===== src/hdl/msgd_pkg.sv =====
package msgd_pkg;

  // Token kinds as they appear on the result channel.
  localparam logic [3:0] KIND_NIL     = 4'd0;
  localparam logic [3:0] KIND_BOOL    = 4'd1;
  localparam logic [3:0] KIND_UINT    = 4'd2;
  localparam logic [3:0] KIND_SINT    = 4'd3;
  localparam logic [3:0] KIND_F32     = 4'd4;
  localparam logic [3:0] KIND_F64     = 4'd5;
  localparam logic [3:0] KIND_STRHDR  = 4'd6;
  localparam logic [3:0] KIND_STRBYTE = 4'd7;
  localparam logic [3:0] KIND_ARR     = 4'd8;
  localparam logic [3:0] KIND_MAP     = 4'd9;
  localparam logic [3:0] KIND_UNSUP   = 4'd10;
  localparam logic [3:0] KIND_TRUNC   = 4'd11;

  // Default depth of the queue between classifier and executor.
  localparam int QUEUE_DEPTH = 4;

  // What a byte would mean if it arrived as a type byte.
  typedef enum logic [1:0] {
    OP_EMIT,    // complete token in the type byte itself
    OP_FIXSTR,  // fixstr: header token, then payload bytes
    OP_HDR      // header with length, count or value bytes to follow
  } op_t;

  typedef struct packed {
    op_t        op;
    logic [3:0] kind;
    logic [7:0] imm_val;
    logic [3:0] nbytes;
  } cls_t;

  typedef struct packed {
    logic [7:0] data_byte;
    logic       end_of_buffer;
    cls_t       cls;
  } item_t;

endpackage


===== src/hdl/msgd_in_if.sv =====
interface msgd_in_if;
  logic       valid;
  logic       ready;
  logic [7:0] data_byte;
  logic       end_of_buffer;

  modport source (output valid, output data_byte, output end_of_buffer, input ready);
  modport sink (input valid, input data_byte, input end_of_buffer, output ready);
endinterface


===== src/hdl/msgd_out_if.sv =====
interface msgd_out_if;
  logic        valid;
  logic        ready;
  logic [3:0]  token_kind;
  logic [63:0] token_value;
  logic        payload_last;

  modport source (output valid, output token_kind, output token_value,
                  output payload_last, input ready);
  modport sink (input valid, input token_kind, input token_value,
                input payload_last, output ready);
endinterface


===== src/hdl/msgd_front.sv =====
module msgd_front
  import msgd_pkg::*;
(
  msgd_in_if.sink in_chan,
  input  logic    full,
  output logic    push,
  output item_t   push_item
);

  localparam logic [7:0] TB_NIL     = 8'hC0;
  localparam logic [7:0] TB_FALSE   = 8'hC2;
  localparam logic [7:0] TB_TRUE    = 8'hC3;
  localparam logic [7:0] TB_F32     = 8'hCA;
  localparam logic [7:0] TB_F64     = 8'hCB;
  localparam logic [7:0] TB_STR8    = 8'hD9;
  localparam logic [7:0] TB_STR16   = 8'hDA;
  localparam logic [7:0] TB_STR32   = 8'hDB;
  localparam logic [7:0] TB_ARR16   = 8'hDC;
  localparam logic [7:0] TB_ARR32   = 8'hDD;
  localparam logic [7:0] TB_MAP16   = 8'hDE;
  localparam logic [7:0] TB_MAP32   = 8'hDF;
  localparam logic [7:0] TB_NEG_FIX = 8'hE0;

  logic [7:0] b;
  cls_t       cls;

  assign b = in_chan.data_byte;

  // Context-free decode; the executor decides whether the byte is a type byte.
  always_comb begin
    cls = '{op: OP_EMIT, kind: KIND_UNSUP, imm_val: b, nbytes: 4'd0};
    priority if (!b[7]) begin
      cls.kind = KIND_UINT;
    end else if (b >= TB_NEG_FIX) begin
      cls.kind = KIND_SINT;
    end else if (b[7:5] == 3'b101) begin
      cls.op      = OP_FIXSTR;
      cls.kind    = KIND_STRHDR;
      cls.imm_val = {3'b000, b[4:0]};
    end else if (b[7:4] == 4'b1000) begin
      cls.kind    = KIND_MAP;
      cls.imm_val = {4'b0000, b[3:0]};
    end else if (b[7:4] == 4'b1001) begin
      cls.kind    = KIND_ARR;
      cls.imm_val = {4'b0000, b[3:0]};
    end else if (b == TB_NIL) begin
      cls.kind    = KIND_NIL;
      cls.imm_val = 8'd0;
    end else if (b == TB_FALSE || b == TB_TRUE) begin
      cls.kind    = KIND_BOOL;
      cls.imm_val = {7'd0, b[0]};
    end else if (b == TB_F32) begin
      cls = '{op: OP_HDR, kind: KIND_F32, imm_val: b, nbytes: 4'd4};
    end else if (b == TB_F64) begin
      cls = '{op: OP_HDR, kind: KIND_F64, imm_val: b, nbytes: 4'd8};
    end else if (b[7:2] == 6'b110011) begin
      cls = '{op: OP_HDR, kind: KIND_UINT, imm_val: b, nbytes: 4'd1 << b[1:0]};
    end else if (b[7:2] == 6'b110100) begin
      cls = '{op: OP_HDR, kind: KIND_SINT, imm_val: b, nbytes: 4'd1 << b[1:0]};
    end else if (b == TB_STR8 || b == TB_STR16 || b == TB_STR32) begin
      cls = '{op: OP_HDR, kind: KIND_STRHDR, imm_val: b,
              nbytes: 4'd1 << (b[1:0] - 2'd1)};
    end else if (b == TB_ARR16) begin
      cls = '{op: OP_HDR, kind: KIND_ARR, imm_val: b, nbytes: 4'd2};
    end else if (b == TB_ARR32) begin
      cls = '{op: OP_HDR, kind: KIND_ARR, imm_val: b, nbytes: 4'd4};
    end else if (b == TB_MAP16) begin
      cls = '{op: OP_HDR, kind: KIND_MAP, imm_val: b, nbytes: 4'd2};
    end else if (b == TB_MAP32) begin
      cls = '{op: OP_HDR, kind: KIND_MAP, imm_val: b, nbytes: 4'd4};
    end else begin
      cls.kind = KIND_UNSUP;
    end
  end

  assign in_chan.ready = !full;
  assign push          = in_chan.valid && !full;
  assign push_item     = '{data_byte: b, end_of_buffer: in_chan.end_of_buffer, cls: cls};

endmodule


===== src/hdl/msgd_fifo.sv =====
module msgd_fifo
  import msgd_pkg::*;
#(
  parameter int DEPTH = QUEUE_DEPTH
) (
  input  logic  clk,
  input  logic  rst_n,
  input  logic  push,
  input  item_t push_item,
  output logic  full,
  input  logic  pop,
  output item_t pop_item,
  output logic  empty
);

  localparam int PTR_W = (DEPTH > 1) ? $clog2(DEPTH) : 1;
  localparam int CNT_W = $clog2(DEPTH + 1);

  item_t             entry_r [DEPTH];
  logic [PTR_W-1:0]  wr_ptr_r;
  logic [PTR_W-1:0]  rd_ptr_r;
  logic [CNT_W-1:0]  count_r;

  assign full     = (count_r == CNT_W'(DEPTH));
  assign empty    = (count_r == '0);
  assign pop_item = entry_r[rd_ptr_r];

  always_ff @(posedge clk) begin
    if (push) begin
      entry_r[wr_ptr_r] <= push_item;
    end
  end

  always_ff @(posedge clk) begin
    if (!rst_n) begin
      wr_ptr_r <= '0;
      rd_ptr_r <= '0;
      count_r  <= '0;
    end else begin
      if (push) begin
        wr_ptr_r <= (wr_ptr_r == PTR_W'(DEPTH - 1)) ? '0 : wr_ptr_r + PTR_W'(1);
      end
      if (pop) begin
        rd_ptr_r <= (rd_ptr_r == PTR_W'(DEPTH - 1)) ? '0 : rd_ptr_r + PTR_W'(1);
      end
      if (push && !pop) begin
        count_r <= count_r + CNT_W'(1);
      end else if (pop && !push) begin
        count_r <= count_r - CNT_W'(1);
      end
    end
  end

`ifndef SYNTHESIS
  a_count_bound: assert property (@(posedge clk) disable iff (!rst_n)
    count_r <= CNT_W'(DEPTH))
    else $error("queue count exceeds depth");
  a_count_up: assert property (@(posedge clk) disable iff (!rst_n)
    push && !pop |=> count_r == $past(count_r) + CNT_W'(1))
    else $error("queue count did not follow a lone push");
  a_count_down: assert property (@(posedge clk) disable iff (!rst_n)
    pop && !push |=> count_r == $past(count_r) - CNT_W'(1))
    else $error("queue count did not follow a lone pop");
`endif

endmodule


===== src/hdl/msgd_back.sv =====
module msgd_back
  import msgd_pkg::*;
(
  input  logic        clk,
  input  logic        rst_n,
  input  logic        empty,
  input  item_t       pop_item,
  output logic        pop,
  msgd_out_if.source  out_chan
);

  typedef enum logic [1:0] {
    PH_IDLE,
    PH_FIRST,
    PH_PAY,
    PH_REST
  } phase_t;

  phase_t      phase_r, phase_nxt;
  logic [3:0]  pend_kind_r, pend_kind_nxt;
  logic [3:0]  hdr_left_r, hdr_left_nxt;
  logic [63:0] acc_r, acc_nxt;
  logic [31:0] pay_left_r, pay_left_nxt;

  logic        out_valid_r, out_valid_nxt;
  logic [3:0]  out_kind_r, out_kind_nxt;
  logic [63:0] out_value_r, out_value_nxt;
  logic        out_last_r, out_last_nxt;

  logic [7:0]  b;
  logic [63:0] acc_base;
  logic [63:0] acc_shift;
  logic [3:0]  hdr_dec;
  logic        emit;
  logic [3:0]  e_kind;
  logic [63:0] e_val;
  logic        e_last;

  assign b   = pop_item.data_byte;
  assign pop = !empty && (!out_valid_r || out_chan.ready);

  always_comb begin
    acc_base = acc_r;
    if (phase_r == PH_FIRST) begin
      acc_base = (pend_kind_r == KIND_SINT && b[7]) ? '1 : '0;
    end
    acc_shift = {acc_base[55:0], b};
    hdr_dec   = (hdr_left_r != 4'd0) ? hdr_left_r - 4'd1 : hdr_left_r;
  end

  always_comb begin
    phase_nxt     = phase_r;
    pend_kind_nxt = pend_kind_r;
    hdr_left_nxt  = hdr_left_r;
    acc_nxt       = acc_r;
    pay_left_nxt  = pay_left_r;
    emit          = 1'b0;
    e_kind        = KIND_NIL;
    e_val         = '0;
    e_last        = 1'b0;

    if (pop) begin
      unique case (phase_r)
        PH_IDLE: begin
          unique case (pop_item.cls.op)
            OP_EMIT: begin
              emit   = 1'b1;
              e_kind = pop_item.cls.kind;
              e_val  = (pop_item.cls.kind == KIND_SINT) ?
                       {{56{1'b1}}, pop_item.cls.imm_val} :
                       {56'd0, pop_item.cls.imm_val};
            end
            OP_FIXSTR: begin
              emit   = 1'b1;
              e_kind = KIND_STRHDR;
              e_val  = {56'd0, pop_item.cls.imm_val};
              if (pop_item.cls.imm_val != 8'd0) begin
                pay_left_nxt = {24'd0, pop_item.cls.imm_val};
                phase_nxt    = PH_PAY;
              end
            end
            OP_HDR: begin
              pend_kind_nxt = pop_item.cls.kind;
              hdr_left_nxt  = pop_item.cls.nbytes;
              acc_nxt       = '0;
              phase_nxt     = PH_FIRST;
            end
            default: begin
              phase_nxt = PH_IDLE;
            end
          endcase
        end
        PH_PAY: begin
          emit   = 1'b1;
          e_kind = KIND_STRBYTE;
          e_val  = {56'd0, b};
          e_last = (pay_left_r == 32'd1);
          if (pay_left_r != 32'd0) begin
            pay_left_nxt = pay_left_r - 32'd1;
          end
          if (pay_left_nxt == 32'd0) begin
            phase_nxt = PH_IDLE;
          end
        end
        PH_FIRST, PH_REST: begin
          acc_nxt      = acc_shift;
          phase_nxt    = PH_REST;
          hdr_left_nxt = hdr_dec;
          if (hdr_dec == 4'd0) begin
            emit      = 1'b1;
            phase_nxt = PH_IDLE;
            if (pend_kind_r == KIND_STRHDR) begin
              e_kind = KIND_STRHDR;
              e_val  = {32'd0, acc_shift[31:0]};
              if (acc_shift[31:0] != 32'd0) begin
                pay_left_nxt = acc_shift[31:0];
                phase_nxt    = PH_PAY;
              end
            end else begin
              e_kind = pend_kind_r;
              e_val  = acc_shift;
            end
          end
        end
        default: begin
          phase_nxt = PH_IDLE;
        end
      endcase

      // A buffer that ends inside a token collapses into one truncation token.
      if (pop_item.end_of_buffer && phase_nxt != PH_IDLE) begin
        phase_nxt     = PH_IDLE;
        pend_kind_nxt = KIND_NIL;
        hdr_left_nxt  = 4'd0;
        acc_nxt       = '0;
        pay_left_nxt  = 32'd0;
        emit          = 1'b1;
        e_kind        = KIND_TRUNC;
        e_val         = '0;
        e_last        = 1'b0;
      end
    end
  end

  always_comb begin
    out_valid_nxt = out_valid_r;
    out_kind_nxt  = out_kind_r;
    out_value_nxt = out_value_r;
    out_last_nxt  = out_last_r;
    if (out_valid_r && out_chan.ready) begin
      out_valid_nxt = 1'b0;
    end
    if (emit) begin
      out_valid_nxt = 1'b1;
      out_kind_nxt  = e_kind;
      out_value_nxt = e_val;
      out_last_nxt  = e_last;
    end
  end

  always_ff @(posedge clk) begin
    if (!rst_n) begin
      phase_r     <= PH_IDLE;
      pend_kind_r <= KIND_NIL;
      hdr_left_r  <= 4'd0;
      acc_r       <= '0;
      pay_left_r  <= 32'd0;
      out_valid_r <= 1'b0;
      out_kind_r  <= KIND_NIL;
      out_value_r <= '0;
      out_last_r  <= 1'b0;
    end else begin
      phase_r     <= phase_nxt;
      pend_kind_r <= pend_kind_nxt;
      hdr_left_r  <= hdr_left_nxt;
      acc_r       <= acc_nxt;
      pay_left_r  <= pay_left_nxt;
      out_valid_r <= out_valid_nxt;
      out_kind_r  <= out_kind_nxt;
      out_value_r <= out_value_nxt;
      out_last_r  <= out_last_nxt;
    end
  end

  assign out_chan.valid        = out_valid_r;
  assign out_chan.token_kind   = out_kind_r;
  assign out_chan.token_value  = out_value_r;
  assign out_chan.payload_last = out_last_r;

`ifndef SYNTHESIS
  a_pay_nonzero: assert property (@(posedge clk) disable iff (!rst_n)
    phase_r == PH_PAY |-> pay_left_r != 32'd0)
    else $error("payload phase with no payload bytes left");
  a_hdr_nonzero: assert property (@(posedge clk) disable iff (!rst_n)
    (phase_r == PH_FIRST || phase_r == PH_REST) |-> hdr_left_r != 4'd0)
    else $error("header phase with no header bytes left");
  a_last_is_strbyte: assert property (@(posedge clk) disable iff (!rst_n)
    out_valid_r && out_last_r |-> out_kind_r == KIND_STRBYTE)
    else $error("payload_last on a token that is not a string byte");
  a_eob_idle: assert property (@(posedge clk) disable iff (!rst_n)
    pop && pop_item.end_of_buffer |=> phase_r == PH_IDLE)
    else $error("decoder not idle after end of buffer");
`endif

endmodule


===== src/hdl/msgpack_token_decoder.sv =====
// Channel   Direction  Payload                                    Transfer when
// in_chan   input      data_byte[7:0], end_of_buffer              valid && ready
// out_chan  output     token_kind[3:0], token_value[63:0],        valid && ready
//                      payload_last
//
// One byte is taken every cycle while the queue has room; a token leaves after
// its closing byte has passed the queue and then the executor's output register.
// The sustained rate of one byte per cycle is set by the executor, which
// retires one queued byte per cycle whenever its output register is free.
// Reset is synchronous and active low; it empties the queue and returns the
// parser to waiting for a type byte. No clearing pass is needed.
// A stall on out_chan holds the output register; the queue of FIFO_DEPTH
// bytes keeps accepting until it is full, and then in_chan.ready drops.
module msgpack_token_decoder
  import msgd_pkg::*;
#(
  parameter int FIFO_DEPTH = QUEUE_DEPTH
) (
  input  logic        clk,
  input  logic        rst_n,
  msgd_in_if.sink     in_chan,
  msgd_out_if.source  out_chan
);

  // Front end: handshake on the input side and type-byte classification.
  // Every byte is classified as if it were a type byte; whether it really is
  // one depends on the parse state, which only the executor knows.
  logic  push;
  item_t push_item;
  logic  full;

  // Queue: decouples input transfers from output stalls.
  logic  pop;
  item_t pop_item;
  logic  empty;

  msgd_front u_front (
    .in_chan   (in_chan),
    .full      (full),
    .push      (push),
    .push_item (push_item)
  );

  msgd_fifo #(
    .DEPTH (FIFO_DEPTH)
  ) u_fifo (
    .clk       (clk),
    .rst_n     (rst_n),
    .push      (push),
    .push_item (push_item),
    .full      (full),
    .pop       (pop),
    .pop_item  (pop_item),
    .empty     (empty)
  );

  // Executor: runs the header and string-payload state machine, assembles
  // multi-byte fields big-endian, and turns an end of buffer inside a token
  // into a single truncation token.
  msgd_back u_back (
    .clk      (clk),
    .rst_n    (rst_n),
    .empty    (empty),
    .pop_item (pop_item),
    .pop      (pop),
    .out_chan (out_chan)
  );

endmodule

===== src/flat_wrapper.sv =====
// flat-port wrapper written by rule: the top's interface ports become plain ports
module msgpack_token_decoder_flat import msgd_pkg::*;
#(
  parameter int FIFO_DEPTH = QUEUE_DEPTH
)
  (clk, rst_n, in_chan_valid, in_chan_data_byte, in_chan_end_of_buffer, in_chan_ready, out_chan_valid, out_chan_token_kind, out_chan_token_value, out_chan_payload_last, out_chan_ready);
  msgd_in_if in_chan_i ();
  msgd_out_if out_chan_i ();
  input  logic clk;
  input  logic rst_n;
  input wire logic [$bits(in_chan_i.valid)-1:0] in_chan_valid;
  input wire logic [$bits(in_chan_i.data_byte)-1:0] in_chan_data_byte;
  input wire logic [$bits(in_chan_i.end_of_buffer)-1:0] in_chan_end_of_buffer;
  output wire logic [$bits(in_chan_i.ready)-1:0] in_chan_ready;
  output wire logic [$bits(out_chan_i.valid)-1:0] out_chan_valid;
  output wire logic [$bits(out_chan_i.token_kind)-1:0] out_chan_token_kind;
  output wire logic [$bits(out_chan_i.token_value)-1:0] out_chan_token_value;
  output wire logic [$bits(out_chan_i.payload_last)-1:0] out_chan_payload_last;
  input wire logic [$bits(out_chan_i.ready)-1:0] out_chan_ready;
  assign in_chan_i.valid = in_chan_valid;
  assign in_chan_i.data_byte = in_chan_data_byte;
  assign in_chan_i.end_of_buffer = in_chan_end_of_buffer;
  assign in_chan_ready = in_chan_i.ready;
  assign out_chan_valid = out_chan_i.valid;
  assign out_chan_token_kind = out_chan_i.token_kind;
  assign out_chan_token_value = out_chan_i.token_value;
  assign out_chan_payload_last = out_chan_i.payload_last;
  assign out_chan_i.ready = out_chan_ready;
  msgpack_token_decoder #(.FIFO_DEPTH(FIFO_DEPTH)) u_core (.clk(clk), .rst_n(rst_n), .in_chan(in_chan_i), .out_chan(out_chan_i));
endmodule

===== config.mk =====
export PLATFORM = sky130hd
export DESIGN_NAME = msgpack_token_decoder_flat
export DESIGN_NICKNAME = d
export VERILOG_FILES = /design/src/hdl/msgd_pkg.sv /design/src/hdl/msgd_in_if.sv /design/src/hdl/msgd_out_if.sv /design/src/hdl/msgd_front.sv /design/src/hdl/msgd_fifo.sv /design/src/hdl/msgd_back.sv /design/src/hdl/msgpack_token_decoder.sv /design/src/flat_wrapper.sv
export SDC_FILE = /design/constraint.sdc
export NUM_CORES = 1
export LEC_CHECK = 0
export ABC_AREA = 0
export BUFFER_PORTS_ARGS = -buffer_cell sky130_fd_sc_hd__buf_2
export CAP_MARGIN = 20
export CORE_ASPECT_RATIO = 0.75
export CORE_UTILIZATION = 42
export DETAILED_ROUTE_END_ITERATION = 10
export GPL_TIMING_DRIVEN = 0
export PLACE_DENSITY = 0.59
export SETUP_SLACK_MARGIN = 0.4
export SYNTH_ARGS = -nofsm -noshare
export SYNTH_HDL_FRONTEND = slang
export SYNTH_HIERARCHICAL = 1
export SYNTH_SLANG_ARGS = --single-unit

===== constraint.sdc =====
create_clock -name clk -period 9.1 [get_ports clk]
set_clock_uncertainty 0.1 [all_clocks]
set_input_delay 0.91 -clock clk [delete_from_list [all_inputs] [get_ports clk]]
set_output_delay 0.91 -clock clk [all_outputs]
set_load 0.005 [all_outputs]

==> flow_summary_export.csv, run 1 <==
group,metric,value,unit
outcome,outcome,"finished, final reports clean",
power_and_ir_drop,ir_drop,0.000195,V
critical_path,critPathLaunchType,"flop",
die,dieHeight,155,µm
die,core.rowCount,55,
critical_path,crit_path_max_incr_delay,0.58,ns
cells_and_area,syn2layout_area_growth,14.2,%
sta,max_freq,0.205,GHz
synthesis,yosys_warnings,6,
synthesis,syn_area,0.0131,mm²
job,max-cap-violations,0,
global_routing,antenna_found_initial,0,
global_routing,grt_util_met1,38.4,%
die,ios,84,
cts,tritoncts,"built",
synthesis,synthCells,1281,
sta,hold_violations,0,
cts,cts_buffers,29,
sta,fin_crit,4.88,ns
global_routing,grt_pass1_wl,59200,µm
cts,postCtsSetupRepairBufs,0,
cells_and_area,drive_above_1_share,15.3,%
synthesis,syn_area_per_cell,10.2,µm²
critical_path,worstPathArrival,5.28,ns
cts,post_cts_resized,0,
sta,fin_crit_sh,53.7,%
cells_and_area,nets,1418,
die,die_x,206,µm
global_routing,grt_pass1_vias,9852,
cells_and_area,multiInputGateArea,0.00573,mm²
detailed_routing,drtIter0Drc,1033,
cts,holdBufCountCts,0,
detailed_routing,drtAntennaViolNets,0,
synthesis,async_reset_ff_share,0,%
critical_path,worstPathMaxFanout,10,
synthesis,synth.area.top_cells,"dfxtp_1 (27%), edfxtp_1 (25%), a21oi_1 (3.9%)",
global_routing,busiest_layer,"met1",
critical_path,path_cells,"buf_2 > buf_2 > mux4_2 > or4_1 > o311ai_1 > o31ai_1 > a2111oi_0 > and2_1 > o211a_1 > clkbuf_1 > clkbuf_1 > nand2_1 > o21ai_1",
critical_path,cp_slowest_cell,"or4_1",
cts,clk_latency,0.58,ns
sta,worstMarginPinSlew,1.00,ns
cts,clkSlewWorstSetupHoldPaths,0.06,ns
sta,setup_violations,0,
cells_and_area,final_core_util,49.2,%
sta,drv_slew,0,
placed_design,gp_congestion,0.953,
cts,h-tree-depth,1,
critical_path,worstPathRequired,9.50,ns
synthesis,synth-seq-cells,285,
critical_path,end_kind,"flop",
placed_design,dp_hpwl,27700,µm
synthesis,ys_seq_area_share,51.8,%
sta,finalSetupTns,0,ns
global_routing,overflow,0,
cts,clk_path_buf_depth,3,
critical_path,critPathTopFamily,"buffers and inverters",
cells_and_area,fillers,2889,
cts,cts.sinks,285,
synthesis,synth_top_cells_by_count,"dfxtp_1 (177), nor2_1 (115), edfxtp_1 (108)",
detailed_routing,wl_per_cell,21.2,µm
sta,slew_headroom,32.6,%
power_and_ir_drop,leakage,5.54,nW
sta,rsz0062_at_grt,"false",
global_routing,gr-usage-all-layers,24.2,%
critical_path,critPathBufInv,4,
global_routing,grtUsageMet2,32.9,%
cells_and_area,antenna_cells,0,
synthesis,yosys.area.top_type,"dfxtp_1",
critical_path,crit_type,"reg -> reg",
synthesis,synth.distinct_cells,87,
synthesis,ys.flop_type,"dfxtp_1",
detailed_routing,remaining_drc_errors,0,
min_path,hp-class,"reg -> reg",
global_routing,met3_usage,5.32,%
detailed_routing,num_vias,10800,
synthesis,yosysMostFrequentCell,"dfxtp_1",
global_routing,grt_max_degree,28,
synthesis,yosysTopAreaCellShare,27.1,%
synthesis,syn_nets,1304,
power_and_ir_drop,powerDensity,381,mW/mm²
cells_and_area,seqCellArea,0.00679,mm²
detailed_routing,vias_per_cell,5.94,
detailed_routing,drt_wl_total,38400,µm
placed_design,io_buffer_count,80,
die,core_area,0.0304,mm²
die,die_area,0.0319,mm²
cts,cts-root-buf,"clkbuf_16",
synthesis,synth-edff-count,108,
detailed_routing,dr.pass1.iters,6,
die,initial_core_util,43.1,%
[cell families after synthesis]
logic type               share of synthesized area (%)
AND/OR/NAND/NOR                                   16.5
adder cells (fa/ha/maj)                           1.01
buffers and inverters                             4.44
XOR/XNOR                                         0.936
AO/OA/AOI/OAI                                     19.5
multiplexers                                      5.77
flip-flops                                        51.8
[worst paths after layout]
path | startpoint | endpoint | slack, ns | cells past startpoint
hold reg to reg | u_core/u_back/out_chan.token_value[61] | u_core/u_back/out_chan.token_value[61] | 0.35 | 2
setup / recovery | flop | u_core/u_back/out_chan.token_value[54] | 4.22 | 13
setup reg to reg | flop | u_core/u_back/out_chan.token_value[54] | 4.22 | 13
hold / removal | u_core/u_back/out_chan.token_value[61] | u_core/u_back/out_chan.token_value[61] | 0.35 | 2
[cell type report]
cell class | instances | share of cell area (%)
flip-flops and latches | 285 | 45.4
multi-input cells | 875 | 38.3
clock buffers | 34 | 5.18
plain buffers | 103 | 3.44
well taps | 399 | 3.34
repair buffers | 83 | 2.79
clock inverters | 20 | 1.12
inverters | 18 | 0.452
[sequential cells by signal (all words and copies together) (netlist names), named ones only]
name	count
u_core/u_back/acc_r	56
u_core/u_back/hdr_left_r	4
u_core/u_back/out_chan.payload_last	1
u_core/u_back/out_chan.token_kind	4
u_core/u_back/out_chan.token_value	64
u_core/u_back/out_chan.valid	1
u_core/u_back/pay_left_r	32
u_core/u_back/pend_kind_r	4
u_core/u_back/phase_r	2
u_core/u_fifo/count_r	3
u_core/u_fifo/entry_r	108
u_core/u_fifo/rd_ptr_r	2
u_core/u_fifo/wr_ptr_r	2
[tightest hold or removal path, cell delays in order (launching register included)]
cell	delay [ns]
dfxtp_1	0.31
nand2_1	0.05
o21ai_1	0.05
[power by group]
group	total [mW]	switching (mW)	leakage (nW)	internal [mW]
Sequential	1.69	0.147	2.41	1.55
Clock	1.18	0.517	0.473	0.667
Combinational	2.83	1.86	2.65	0.966
[stage by stage]
step,total power [mW],area [µm²],hold WS [ns],instances,setup WS (ns)
finish,5.70,15000,0.349,1817,4.22
global route,6.03,15000,0.373,1817,3.98
detailed placement,4.47,14000,0.339,1760,4.31
floorplan,3.62,13100,0.342,1281,5.32
CTS,5.67,14900,0.350,1814,4.27
global placement,4.47,14000,0.336,1760,4.32
[per-layer routing]
layer / vias to the layer above / wire [µm]
met3: 67 / 3330
met4: 0 / 840
met2: 443 / 15500
met5: - / 0
li1: 5025 / -
met1: 5257 / 18800
[cells in the final DEF, fill, tap and decap left out, types with 29 or more instances in the layout]
cell type and n:
o21ai_1 37, a21oi_1 102, nor2_1 115, clkbuf_16 29, a22o_1 32, o21ai_0 94, nand2_1 91, buf_2 100
edfxtp_1 108, nor3_1 47, dfxtp_1 177, clkbuf_1 67
No activity file was read; power rests on OpenSTA's default activity.
==> run 2: changes to the inputs <==
--- a/config.mk
+++ b/config.mk
@@ -5,14 +5,14 @@
 export SDC_FILE = /design/constraint.sdc
 export NUM_CORES = 1
 export LEC_CHECK = 0
-export ABC_AREA = 0
+export ABC_AREA = 1
 export BUFFER_PORTS_ARGS = -buffer_cell sky130_fd_sc_hd__buf_2
 export CAP_MARGIN = 20
 export CORE_ASPECT_RATIO = 0.75
 export CORE_UTILIZATION = 42
 export DETAILED_ROUTE_END_ITERATION = 10
 export GPL_TIMING_DRIVEN = 0
-export PLACE_DENSITY = 0.59
+export PLACE_DENSITY = 0.61
 export SETUP_SLACK_MARGIN = 0.4
 export SYNTH_ARGS = -nofsm -noshare
 export SYNTH_HDL_FRONTEND = slang
==> constraint.sdc (replaced) <==
create_clock -name clk -period 4.05 [get_ports clk]
set_clock_uncertainty 0.1 [all_clocks]
set_input_delay 0.405 -clock clk [delete_from_list [all_inputs] [get_ports clk]]
set_output_delay 0.405 -clock clk [all_outputs]
set_load 0.005 [all_outputs]
==> flow_summary_export.csv, run 2 <==
group,metric,value,unit
outcome,outcome,"finished, final reports clean",
cts,cts_buffers,30,
synthesis,yosysMostFrequentCell,"nand2_1",
synthesis,synth-edff-count,108,
sta,finalSetupTns,0,ns
die,dieHeight,171,µm
synthesis,yosysTopAreaCellShare,22.1,%
cells_and_area,largest_register_ffs,108,
detailed_routing,wl_per_cell,18.4,µm
die,core_area,0.0373,mm²
critical_path,critPathTopFamily,"simple AND/OR/NAND/NOR gates",
min_path,hp-class,"in -> reg",
synthesis,ys_seq_area_share,42.3,%
detailed_routing,drtIter0Drc,1865,
cts,h-tree-depth,1,
detailed_routing,num_vias,16200,
die,core.rowCount,61,
sta,rsz0062_at_grt,"true",
synthesis,yosys.area.top_type,"dfxtp_1",
placed_design,gp_congestion,0.938,
global_routing,grt_pass1_wl,82700,µm
critical_path,r2r_cells,26,
detailed_routing,dr.pass1.iters,5,
cells_and_area,top_register,"u_core/u_fifo/entry_r",
critical_path,worstPathMaxFanout,10,
job,max-cap-violations,0,
sta,whs,0.0616,ns
sta,setup_violations,0,
sta,slew_headroom,35.1,%
global_routing,antenna_found_initial,0,
global_routing,gr-usage-all-layers,27.7,%
cts,clkSlewWorstSetupHoldPaths,0.06,ns
detailed_routing,drtAntennaViolNets,0,
detailed_routing,drt_wl_total,54700,µm
sta,drv_slew,0,
cells_and_area,drive_above_1_share,15.9,%
die,initial_core_util,43.0,%
synthesis,synthCells,2299,
sta,fin_crit,3.63,ns
min_path,min_to,"u_core/u_fifo/count_r[2]",
sta,worstMarginPinSlew,0.973,ns
die,die_x,228,µm
detailed_routing,vias_per_cell,5.43,
synthesis,syn_area,0.0160,mm²
min_path,hold_path_startpoint,"rst_n",
critical_path,r2r_slack,0.42,ns
critical_path,worstPathRequired,4.43,ns
global_routing,grt_max_degree,21,
critical_path,r2r-end,"u_core/u_back/out_chan.token_value[3]",
cells_and_area,fillers,3740,
die,ios,84,
synthesis,synth_top_cells_by_count,"nand2_1 (544), nor2_1 (520), dfxtp_1 (177)",
cts,clk_path_buf_depth,3,
synthesis,yosys_warnings,6,
critical_path,crit_type,"reg -> reg",
sta,fin_crit_sh,89.6,%
sta,max_freq,0.275,GHz
placed_design,io_buffer_count,82,
cells_and_area,final_cell_mix,"nand2_1 (530), nor2_1 (506), dfxtp_1 (176)",
critical_path,worstPathArrival,4.01,ns
synthesis,syn_nets,2322,
placed_design,dp_hpwl,40400,µm
global_routing,overflow,0,
cells_and_area,antenna_cells,0,
cells_and_area,final_common_cell,"nand2_1",
critical_path,critPathLaunchType,"flop",
min_path,hold_depth,3,
synthesis,synth.area.top_cells,"dfxtp_1 (22%), edfxtp_1 (20%), nand2_1 (13%)",
synthesis,async_reset_ff_share,0,%
synthesis,synth-seq-cells,285,
sta,setup_slack,0.420,ns
critical_path,cp_slowest_cell,"dfxtp_4",
placed_design,place_area,0.0172,mm²
critical_path,cp_num_cells,26,
global_routing,grt_pass1_vias,14500,
cells_and_area,syn2layout_area_growth,19.1,%
critical_path,end_kind,"flop",
cts,tritoncts,"built",
critical_path,critPathBufInv,8,
cells_and_area,final_area,0.0191,mm²
sta,hold_violations,0,
critical_path,cp_common_cell,"buf_12",
placed_design,place_ws,-0.431,ns
cts,clk_latency,0.60,ns
detailed_routing,remaining_drc_errors,0,
die,die_area,0.0390,mm²
cts,cts-root-buf,"clkbuf_16",
synthesis,ys.flop_type,"dfxtp_1",
synthesis,syn_area_per_cell,6.97,µm²
cells_and_area,nets,2471,
synthesis,synth.distinct_cells,48,
critical_path,crit_path_max_incr_delay,0.36,ns
cts,cts.sinks,285,
## run 2: cell types whose count changed after synthesis, sizes merged, moves of 29 or more
cell	before	now
inv	16	168
buf	38	92
a22o	32	0
nand3	14	139
nand2	91	562
and2	32	0
nor2	116	538
a21oi	103	140
nor3	47	18
## run 2: layer usage
metal	vias to the layer above	wire (µm)	part of all wire [%]	GRT usage, %
li1	7765	-	-	-
met4	0	1380	2.5	6.59
met3	95	5070	9.3	5.04
met2	701	22500	41	40.2
met1	7606	25800	47	42.0
met5	-	0	0	0
## run 2: layout make-up
cell class,instances,area [µm²],share of cell area [%]
Buffer,158,1020,5.36
Clock buffer,48,931,4.87
Clock inverter,8,169,0.884
Inverter,174,678,3.55
Multi-Input combinational cell,1684,8040,42.1
Sequential cell,285,6790,35.5
Tap cell,504,631,3.30
Timing Repair Buffer,114,835,4.37
Timing Repair inverter,1,8.76,0.0458
## run 2: worst max path at each step
stage / slack [ns] / end
after floorplan: 1.02 / u_core/u_fifo/count_r[1]
after global placement: -0.43 / u_core/u_back/pay_left_r[19]
after detailed placement: -0.43 / u_core/u_back/out_chan.token_value[6]
after CTS: 0.39 / u_core/u_back/out_chan.token_value[6]
after global routing: 0.29 / u_core/u_back/out_chan.token_kind[2]
final: 0.42 / u_core/u_back/out_chan.token_value[3]
## run 2: logic make-up after synthesis
| group | after synthesis | synth area share (%) |
|---|---|---|
| flops | 285 | 42.3 |
| xor+xnor | 8 | 0.437 |
| simple gates | 1284 | 33.0 |
| fa+ha+maj | 10 | 0.827 |
| compound gates | 380 | 14.1 |
| buf+inv | 332 | 9.40 |
## run 2: worst register-to-register path, stage by stage, from the launching register on
cell,delay (ns)
dfxtp_4,0.36
buf_12,0.13
clkinv_8,0.08
buf_12,0.14
o21ai_4,0.16
o22ai_4,0.11
nand4_1,0.20
nand2_4,0.14
buf_6,0.18
o21ai_1,0.14
nand3_1,0.12
inv_1,0.08
nand2_2,0.07
nor2_4,0.20
nand2_2,0.08
nand3_2,0.07
nand2_2,0.05
inv_2,0.08
nand3_4,0.13
nand2_8,0.16
buf_12,0.14
nand2_8,0.11
nand2_8,0.20
buf_12,0.13
nand2_1,0.05
nand2_1,0.05
nor2_1,0.06
## run 2: what timing repair did
action	CTS	global route
buffers inserted	1	20
gates resized for setup	46	118
hold endpoints to repair	5	0
setup endpoints to repair	168	168
pin swaps	6	24
gates cloned	1	6
hold buffers	2	0
## run 2: metrics by stage
stage               cells  utilization (%)
floorplan            2299                -
global placement     2885             45.8
detailed placement   2890             46.0
CTS                  2950             49.4
global route         2976             51.2
finish               2976             51.2
Power of run 2 is left out: the tool's default activity adds up to more than one toggle a clock period on the data nets, which glitch-free logic cannot reach.
